$ cat config.mk
export PLATFORM = sky130hd
export DESIGN_NAME = aht_rem
export DESIGN_NICKNAME = d
export VERILOG_FILES = /design/src/sv/aht_rem.sv
export VERILOG_INCLUDE_DIRS = /design/src /design/src/sv
export SDC_FILE = /design/constraint.sdc
export NUM_CORES = 1
export LEC_CHECK = 0
export BUFFER_PORTS_ARGS = -buffer_cell sky130_fd_sc_hd__buf_2
export CORE_UTILIZATION = 51
export DETAILED_ROUTE_END_ITERATION = 6
export PLACE_DENSITY_LB_ADDON = 0.25
export SLEW_MARGIN = 20
export SYNTH_ARGS = -nofsm -noshare
export SYNTH_HDL_FRONTEND = slang
export SYNTH_SLANG_ARGS = --single-unit
$ cat constraint.sdc
create_clock -name clk -period 2.4 [get_ports clk]
set_input_delay 0.24 -clock clk [delete_from_list [all_inputs] [get_ports clk]]
set_output_delay 0.24 -clock clk [all_outputs]
set_load 0.01 [all_outputs]
$ cat src/sv/assert_macros.svh
// Assertion macros shared by the additive hash counting table RTL.
// The module that uses them must have a clock named clk and a reset named rst.
`ifndef ASSERT_MACROS_SVH
`define ASSERT_MACROS_SVH

// Same-cycle implication, checked outside reset.
`define AHT_IMPLIES(lbl, ante, cons) \
  lbl: assert property (@(posedge clk) disable iff (rst) (ante) |-> (cons)) \
    else $error("aht: same-cycle check failed");

// Next-cycle implication, checked outside reset.
`define AHT_NEXT(lbl, ante, cons) \
  lbl: assert property (@(posedge clk) disable iff (rst) (ante) |=> (cons)) \
    else $error("aht: next-cycle check failed");

`endif

$ cat src/sv/aht_rem.sv
// Iterative remainder unit: one restoring compare-subtract step per cycle,
// one dividend bit per step. Depends on assert_macros.svh.
module aht_rem #(
  parameter int SUM_W = 11,
  parameter int DIV_W = 11,
  parameter int REM_W = 10
) (
  input  logic             clk,
  input  logic             rst,
  input  logic             start,
  input  logic [SUM_W-1:0] dividend,
  input  logic [DIV_W-1:0] divisor,
  output logic             done,
  output logic [REM_W-1:0] rem
);

  `include "assert_macros.svh"

  localparam int CNT_W = $clog2(SUM_W + 1);

  logic [SUM_W-1:0] q;
  logic [DIV_W-1:0] d;
  logic [DIV_W-1:0] r;
  logic [CNT_W-1:0] cnt;
  logic             busy;

  logic [DIV_W:0]   shifted;
  logic [DIV_W:0]   diff;
  logic [DIV_W-1:0] r_next;

  always_comb begin
    shifted = {r, q[SUM_W-1]};
    diff    = shifted - {1'b0, d};
    // keep the shifted value when the subtract borrows
    r_next  = diff[DIV_W] ? shifted[DIV_W-1:0] : diff[DIV_W-1:0];
  end

  always_ff @(posedge clk) begin
    if (rst) begin
      busy <= 1'b0;
      done <= 1'b0;
      cnt  <= '0;
    end else begin
      done <= 1'b0;
      if (start) begin
        q    <= dividend;
        d    <= divisor;
        r    <= '0;
        cnt  <= CNT_W'(SUM_W);
        busy <= 1'b1;
      end else if (busy) begin
        r   <= r_next;
        q   <= q << 1;
        cnt <= cnt - 1'b1;
        if (cnt == CNT_W'(1)) begin
          busy <= 1'b0;
          done <= 1'b1;
        end
      end
    end
  end

  assign rem = r[REM_W-1:0];

  `AHT_IMPLIES(rem_below_divisor, busy || done, r < d)

endmodule

==> results.toml, run 1 <==
[outcome]
status = "completed"

[pwr]
ir_drop_mv = 0.488
leakage_nw = 1.21
power.total_mw = 2.05
power.density_nw_per_um2 = 733

[place]
gp_congestion = 0.875
place.port_buffers = 35
dp_hpwl_um = 3050

[sta]
hold_viol_final = 0
holdWs_ns = 0.124
fin_crit_sh_pct = 96.5
slew-limit-headroom_pct = 75.2
finClkSkew_ns = 0.00700
maxSlewViolCount = 0
setup_viol = 0
min_period_ns = 2.32
fmax_ghz = 0.432
tns_ns = 0
rsz0062_at_grt = "no"
tightest_slew_ns = 0.371

[cts]
cts_max_path_buffers = 2
clock_sinks = 39
clockRootBuffer = "clkbuf_8"
cts_tree = "done"
path_clk_slew_ns = 0.08
insertion_delay_ns = 0.28
h-tree-depth = 2
cts_made_buffers = 5

[global_route]
antenna_found_initial = 0
grt_remaining_overflow = 0
grt_first_pass_wirelength_um = 6790
grt_pass1_vias = 1548
grt_max_degree = 19
grt.total_usage_pct = 20.2

[critical_path]
cp_num_cells = 8
cp.arrival_ns = 2.46
crit_family = "simple AND/OR/NAND/NOR gates"
worstPathCellList = "ha_4 > o211ai_2 > a211oi_2 > or4b_4 > nand4_4 > buf_12 > mux2_1 > nor2_1"
start_kind = "flip-flop"
max_stage_delay_ns = 0.51
path_max_fanout = 3
criticalPathCategory = "reg -> reg"
end_kind = "flip-flop"
slowest_stage = "or4b_4"
worst-path-buf-inv = 1
cp_data_required_time_ns = 2.55
ff2ff_path_depth = 8

[synthesis]
synthTopCellsByCount = "edfxtp_1 (33), nor2_1 (22), inv_1 (19), ha_1 (13)"
yosysTopAreaCellShare_pct = 44.0
yosys_register_bits = 39
async_reset_ff_share_pct = 0
yosys_most_used_dff = "edfxtp_1"
synth_cells = 193
ys_warn_count = 0
synth_area_per_cell_um2 = 11.7
synth_top_area_cell = "edfxtp_1"
synth.distinct_cells = 42
synth_seq_area_share_pct = 49.3
yosysMostFrequentCell = "edfxtp_1"
synth_area_um2 = 2250
synth_edf_count = 33
syn_nets = 232
ys_top_cells_by_area = "edfxtp_1 (44%), ha_1 (7.2%), dfxtp_1 (5.3%), mux2_2 (5.0%), mux2i_1 (4.0%)"

[floorplanning]
ioPinCount = 36
start_util_pct = 54.8
die_h_um = 68.5
die_w_um = 68.5
row_count = 23
dieArea_um2 = 4690
core-area_um2 = 4120

[detailed_routing]
drtIter0Drc = 87
ant_nets = 0
firstDrtPassIters = 4
wl_um = 4230
drc = 0
vias = 1600
wl_per_cell_um = 14.0
via_per_inst = 5.32

[finish]
antenna_cells = 0
area_growth_pct = 23.9
fillers = 320
final_nets = 289
final_layout_size_suffix_gt1_share_pct = 39.4

[worst_hold_path]
worst_hold_path_type = "in -> reg"
hold-path-cell-count = 1

[flow_run]
drv_cap = 0
[metal layers]
| metal | track usage (%) | share of wire, % |
|---|---|---|
| met1 | 24.7 | 46 |
| met2 | 34.4 | 49 |
| met3 | 5.50 | 3.8 |
| met4 | 6.25 | 1.4 |
| met5 | 0 | 0 |
[worst reg2reg max path: stages, from the launching register on]
cell,delay (ns)
edfxtp_1,0.44
ha_4,0.27
o211ai_2,0.20
a211oi_2,0.09
or4b_4,0.51
nand4_4,0.14
buf_12,0.12
mux2_1,0.31
nor2_1,0.08
[through the flow]
step                area [um^2]  utilization [%]  setup WS [ns]  instances
floorplan                  2250                -         0.0854        193
global placement           2560             62.2         0.0526        287
detailed placement         2560             62.2        -0.0326        287
CTS                        2720             66.0         0.0287        298
global route               2790             67.8         0.0130        301
finish                     2790             67.8         0.0842        301
[final cells by class]
type	count	area [um^2]	share of cell area, %
sequential	39	1110	39.8
multi-input combinational	121	1030	36.8
tap	50	62.6	2.24
inverter	19	71.3	2.55
clock buffer	5	68.8	2.47
timing repair buffer	64	413	14.8
clock inverter	3	38.8	1.39
[flip-flops by register name (all words and copies together), names as in the netlist]
signal	cells
d	11
r	11
cnt	4
busy	1
done	1
q	11
[final timing paths]
path | start | to | slack, ns
max | r[1] | r[0] | 0.08
min | divisor[10] | d[10] | 0.12
max reg2reg | r[1] | r[0] | 0.08
min reg2reg | q[0] | q[1] | 0.55
[placed cells by master, fill, tap and decap left out, types with 2 or more instances in the layout]
cell type	count
o211ai_1	2
nand2b_1	3
a21oi_2	3
nand2_1	3
o221ai_1	2
inv_1	19
xor2_1	4
buf_4	26
xnor2_1	7
mux2_2	10
nor2_1	21
ha_4	3
nor3_1	3
nor2b_1	5
buf_6	2
clkbuf_8	5
ha_1	10
mux2i_1	9
buf_2	35
a211oi_2	2
a31oi_1	2
edfxtp_1	33
nor2_2	2
nor4b_1	3
a21oi_1	7
dfxtp_1	6
[power breakdown]
| part | switching (mW) | internal [mW] | total [mW] |
|---|---|---|---|
| Sequential | 0.0308 | 0.809 | 0.839 |
| Combinational | 0.320 | 0.358 | 0.678 |
| Clock | 0.226 | 0.304 | 0.530 |
| Total | 0.576 | 1.47 | 2.05 |
[cell families after synthesis]
group,after synthesis,share of synthesized area (%)
adders and majority gates,14,8.11
and+or+nand+nor,49,12.2
AOI/OAI and AO/OA,27,8.77
muxes,20,9.49
xor gates and xnor gates,11,4.28
DFF,39,49.3
buffers and inverters,33,7.88
[what timing repair did]
item / in CTS / in global routing
resized for setup: 1 / 9
buffers inserted: 3 / 3
pin swaps: 0 / 5
hold endpoints to repair: 0 / 0
hold buffers: 0 / 0
endpoints found under the setup margin: 9 / 11
Note: power is estimated with default switching activity, not from simulation.
==> run 2: changes to the inputs <==
- SETUP_SLACK_MARGIN: default -> 0.5
==> run 2 against run 1 <==
Net effect:
- non-clock buffer count decreased by 17
- combinational power decreased by 5.6%
- largest power group unchanged
- final area decreased by 3.2%
- die area unchanged
- count of clock-buffer cells in the layout increased by 2
- highest routed layer unchanged
- sequential power increased by 1%
- largest cell class unchanged
==> results.toml, run 2 (synthesis gave the netlist of run 1 again) <==
[floorplanning]
ioPinCount = 36
die_h_um = 68.5
row_count = 23
dieArea_um2 = 4690
start_util_pct = 54.8
die_w_um = 68.5
core-area_um2 = 4120

[sta]
finClkSkew_ns = 0.00371
min_period_ns = 2.34
fin_crit_sh_pct = 97.3
setup_viol = 0
maxSlewViolCount = 0
tightest_slew_ns = 0.466
fmax_ghz = 0.428
slew-limit-headroom_pct = 68.9
tns_ns = 0
rsz0062_at_grt = "yes"
hold_viol_final = 0

[cts]
clockRootBuffer = "clkbuf_8"
cts_max_path_buffers = 2
cts_made_buffers = 5
clock_sinks = 39
h-tree-depth = 2
ctsHoldBuffers = 0
path_clk_slew_ns = 0.07
insertion_delay_ns = 0.29
cts_tree = "done"

[place]
place.port_buffers = 35
dp_hpwl_um = 2970
place_area_um2 = 2520
gp_congestion = 0.918

[detailed_routing]
wl_met2_um = 2140
wl_per_cell_um = 15.2
drc = 0
vias = 1564
firstDrtPassIters = 4
highest_layer = "met4"
wl_met1_um = 1860
wl_met3_um = 223
via_per_inst = 5.49
ant_nets = 0
drtIter0Drc = 75
wl_um = 4330

[outcome]
status = "completed"

[critical_path]
criticalPathCategory = "reg -> reg"
cp.arrival_ns = 2.37
r2r_start = "r[3]"
path_max_fanout = 6
rrSetupSlack_ns = 0.06
setup.worst_path.end = "r[5]"
cp_data_required_time_ns = 2.44
crit_start = "r[3]"
ff2ff_path_depth = 7
end_kind = "flip-flop"
start_kind = "flip-flop"
r2r_end = "r[5]"

[worst_hold_path]
worst_hold_path_type = "in -> reg"
hp-start = "divisor[10]"

[finish]
final_layout_size_suffix_gt1_share_pct = 37.9
fin_area_um2 = 2700
layout_common_cells = "buf_2 (35), edfxtp_1 (33), nor2_1 (21)"
layout_commonest_cell = "buf_2"
reg_top3 = "d: 11 flops, q: 11 flops, r: 11 flops"
area_growth_pct = 19.9
final_nets = 273
antenna_cells = 0

[global_route]
antenna_found_initial = 0
grt.total_usage_pct = 20.3
grt_max_degree = 30
grt_first_pass_wirelength_um = 6770
grt_remaining_overflow = 0
grt_pass1_vias = 1536

[flow_run]
drv_cap = 0

[pwr]
ir_drop_mv = 0.468
power.density_nw_per_um2 = 717
leakage_nw = 1.12
-- run 2: changes by cell type in the layout (fill, tap and decap cells not counted), moves of 2 or more --
cell and change:
buf_4 -15, ha_1 -5, ha_4 +3, ha_2 +2
mux2i_1 -2, mux2i_2 +2
-- run 2: worst max-delay path, stage by stage, from the launching register on --
cell and delay, ns:
edfxtp_1 0.45, ha_4 0.27, a21oi_4 0.18, o21ai_1 0.12, or4b_4 0.57, nand4_4 0.17
mux2i_2 0.27, nor2_1 0.06
-- run 2: repair_timing --
action	4_1_cts	5_1_grt
gates resized for setup	3	5
pin swaps	2	8
setup endpoints to repair	11	11
setup buffers	2	3
cloned	1	0
-- run 2: worst min-delay path by stage --
stage                        end  slack (ns)  cells after the start
after floorplan           cnt[0]        0.31                      1
after global routing        d[0]        0.11                      1
after global placement      d[2]        0.42                      1
after detailed placement    d[0]        0.42                      1
final                      d[10]        0.12                      1
after CTS                   d[0]        0.12                      1
-- run 2: layout make-up --
class	count	area [um^2]
clock buffer	7	86.3
clock inverter	1	5.00
fill	322	1410
inverter	19	71.3
multi-input combinational	122	1100
sequential	39	1110
tap	50	62.6
timing repair buffer	47	269
-- run 2: where the power goes --
group / switching, mW / internal (mW)
clock: 0.221 / 0.232
sequential: 0.0376 / 0.809
combinational: 0.321 / 0.318
total: 0.580 / 1.36
-- run 2: metrics by stage --
stage / setup WS (ns) / util [%] / cells / power [mW] / hold slack [ns]
finish: 0.0640 / 65.7 / 285 / 1.94 / 0.123
global placement: 0.0384 / 61.4 / 271 / 1.40 / 0.416
CTS: 0.0893 / 64.5 / 282 / 1.90 / 0.117
global route: -0.0142 / 65.7 / 285 / 2.03 / 0.110
detailed placement: 0.0308 / 61.4 / 271 / 1.42 / 0.418
floorplan: 0.208 / - / 193 / 1.33 / 0.312
-- run 2: routing by layer --
layer | vias to the layer above | track usage (%)
li1 | 761 | -
met1 | 745 | 22.7
met2 | 45 | 34.7
met3 | 13 | 6.33
met4 | 0 | 10.2
met5 | - | 0
==> run 3: changes to the inputs <==
==> constraint.sdc (replaced) <==
create_clock -name clk -period 2.4 [get_ports clk]
set_input_delay 0.12 -clock clk [delete_from_list [all_inputs] [get_ports clk]]
set_output_delay 0.12 -clock clk [all_outputs]
set_load 0.01 [all_outputs]
==> run 3 against run 2 <==
Net effect:
- core utilization grew 5.6 points
- setup slack lost 0.055 ns
- register-to-register slack got worse by 0.05 ns
- global-route usage rose by 1.3 points
- highest routed layer unchanged
- clock skew increased by 0.0043 ns
- final area is 8.5% higher
==> results.toml, run 3 (synthesis gave the netlist of run 1 again) <==
[outcome]
status = "completed"

[critical_path]
slowest_stage = "or4b_4"
rrSetupSlack_ns = 0.009
end_kind = "flip-flop"
cp_data_required_time_ns = 2.43
path_max_fanout = 6
cp.arrival_ns = 2.42
start_kind = "flip-flop"
worstPathCellList = "ha_4 > o211ai_2 > a211oi_2 > or4b_4 > nand4_4 > mux2i_1 > nor2_1"
worst-path-buf-inv = 0
criticalPathCategory = "reg -> reg"
crit_family = "simple AND/OR/NAND/NOR gates"
max_stage_delay_ns = 0.54

[floorplanning]
core-area_um2 = 4120
dieArea_um2 = 4690
die_w_um = 68.5
ioPinCount = 36
start_util_pct = 54.8
row_count = 23
die_h_um = 68.5

[finish]
final_layout_size_suffix_gt1_share_pct = 41.6
post-route-util_pct = 71.3
register_area_um2 = 1110
area_growth_pct = 30.1
antenna_cells = 0
layout_common_cells = "buf_2 (35), edfxtp_1 (33), nor2_1 (21), buf_4 (21), inv_1 (16)"
fillers = 307
multiInputGateArea_um2 = 1120
final_nets = 293
layout_commonest_cell = "buf_2"
fin_area_um2 = 2930
reg_top3 = "d: 11 flops, q: 11 flops, r: 11 flops"
final_cells = 305

[sta]
slew-limit-headroom_pct = 60.0
fin_crit_sh_pct = 99.6
fmax_ghz = 0.418
hold_viol_final = 0
maxSlewViolCount = 0
holdWs_ns = 0.00615
finClkSkew_ns = 0.00804
setup_viol = 0
tightest_slew_ns = 0.600
tns_ns = 0
min_period_ns = 2.39
rsz0062_at_grt = "yes"

[detailed_routing]
wl_um = 4640
drtIter0Drc = 108
ant_nets = 0
drc = 0
via_per_inst = 5.46
vias = 1664
wl_per_cell_um = 15.2
firstDrtPassIters = 4

[global_route]
grt_pass1_vias = 1581
grt_remaining_overflow = 0
grt_max_degree = 31
grt_first_pass_wirelength_um = 7180
antenna_found_initial = 0
grt.total_usage_pct = 21.6

[pwr]
ir_drop_mv = 0.451
power.density_nw_per_um2 = 724
leakage_nw = 1.22

[cts]
cts_made_buffers = 5
path_clk_slew_ns = 0.08
clockRootBuffer = "clkbuf_8"
h-tree-depth = 2
cts_tree = "done"
cts_max_path_buffers = 2
insertion_delay_ns = 0.29
clock_sinks = 39

[place]
place.port_buffers = 35
place_inst = 269
place_area_um2 = 2510
gp_congestion = 0.927
dp_hpwl_um = 2930

[worst_hold_path]
worst_hold_path_type = "in -> reg"

[flow_run]
drv_cap = 0
run 3: changes by cell type in the layout (fill, tap and decap cells not counted), sizes merged:
cell and delta:
clkbuf +1, dlygate4sd3 +9, buf +11, clkinv -1
run 3: path summary, 6_finish.rpt:
check / from / endpoint / depth (start not counted)
max: r[1] / r[10] / 7
min: divisor[4] / d[4] / 1
max reg2reg: r[1] / r[10] / 7
min reg2reg: q[6] / q[7] / 1
run 3: final cells by class:
class                      instances  share of cell area (%)
clock buffer                       8                    4.18
sequential                        39                    37.9
tap                               50                    2.13
inverter                          19                    2.43
timing repair buffer              67                    15.2
multi-input combinational        122                    38.2
run 3: power breakdown:
part           internal, mW  switching (mW)
clock                 0.332           0.232
sequential            0.809          0.0366
combinational         0.366           0.348
run 3: per-layer routing:
layer / wire length, um / vias to the layer above / track usage, %
met5: 0 / - / 0
met4: 103 / 0 / 9.38
met3: 245 / 13 / 5.17
met2: 2300 / 61 / 37.1
met1: 1980 / 791 / 25.5
li1: - / 799 / -
run 3: timing repair:
| action | in CTS | in global routing |
|---|---|---|
| hold buffers | 7 | 2 |
| endpoints found under the hold margin | 7 | 2 |
| pin swaps | 9 | 14 |
| endpoints found under the setup margin | 11 | 11 |
| resized for setup | 10 | 7 |
| setup buffers | 10 | 8 |
| gates cloned | 1 | 0 |
run 3: metrics by stage:
stage	total power [mW]	setup slack, ns
6_report	2.12	0.00943
5_1_grt	2.22	-0.0457
4_1_cts	2.08	0.105
3_5_place_dp	1.42	0.0175
3_3_place_gp	1.40	0.0814
2_1_floorplan	1.33	0.208
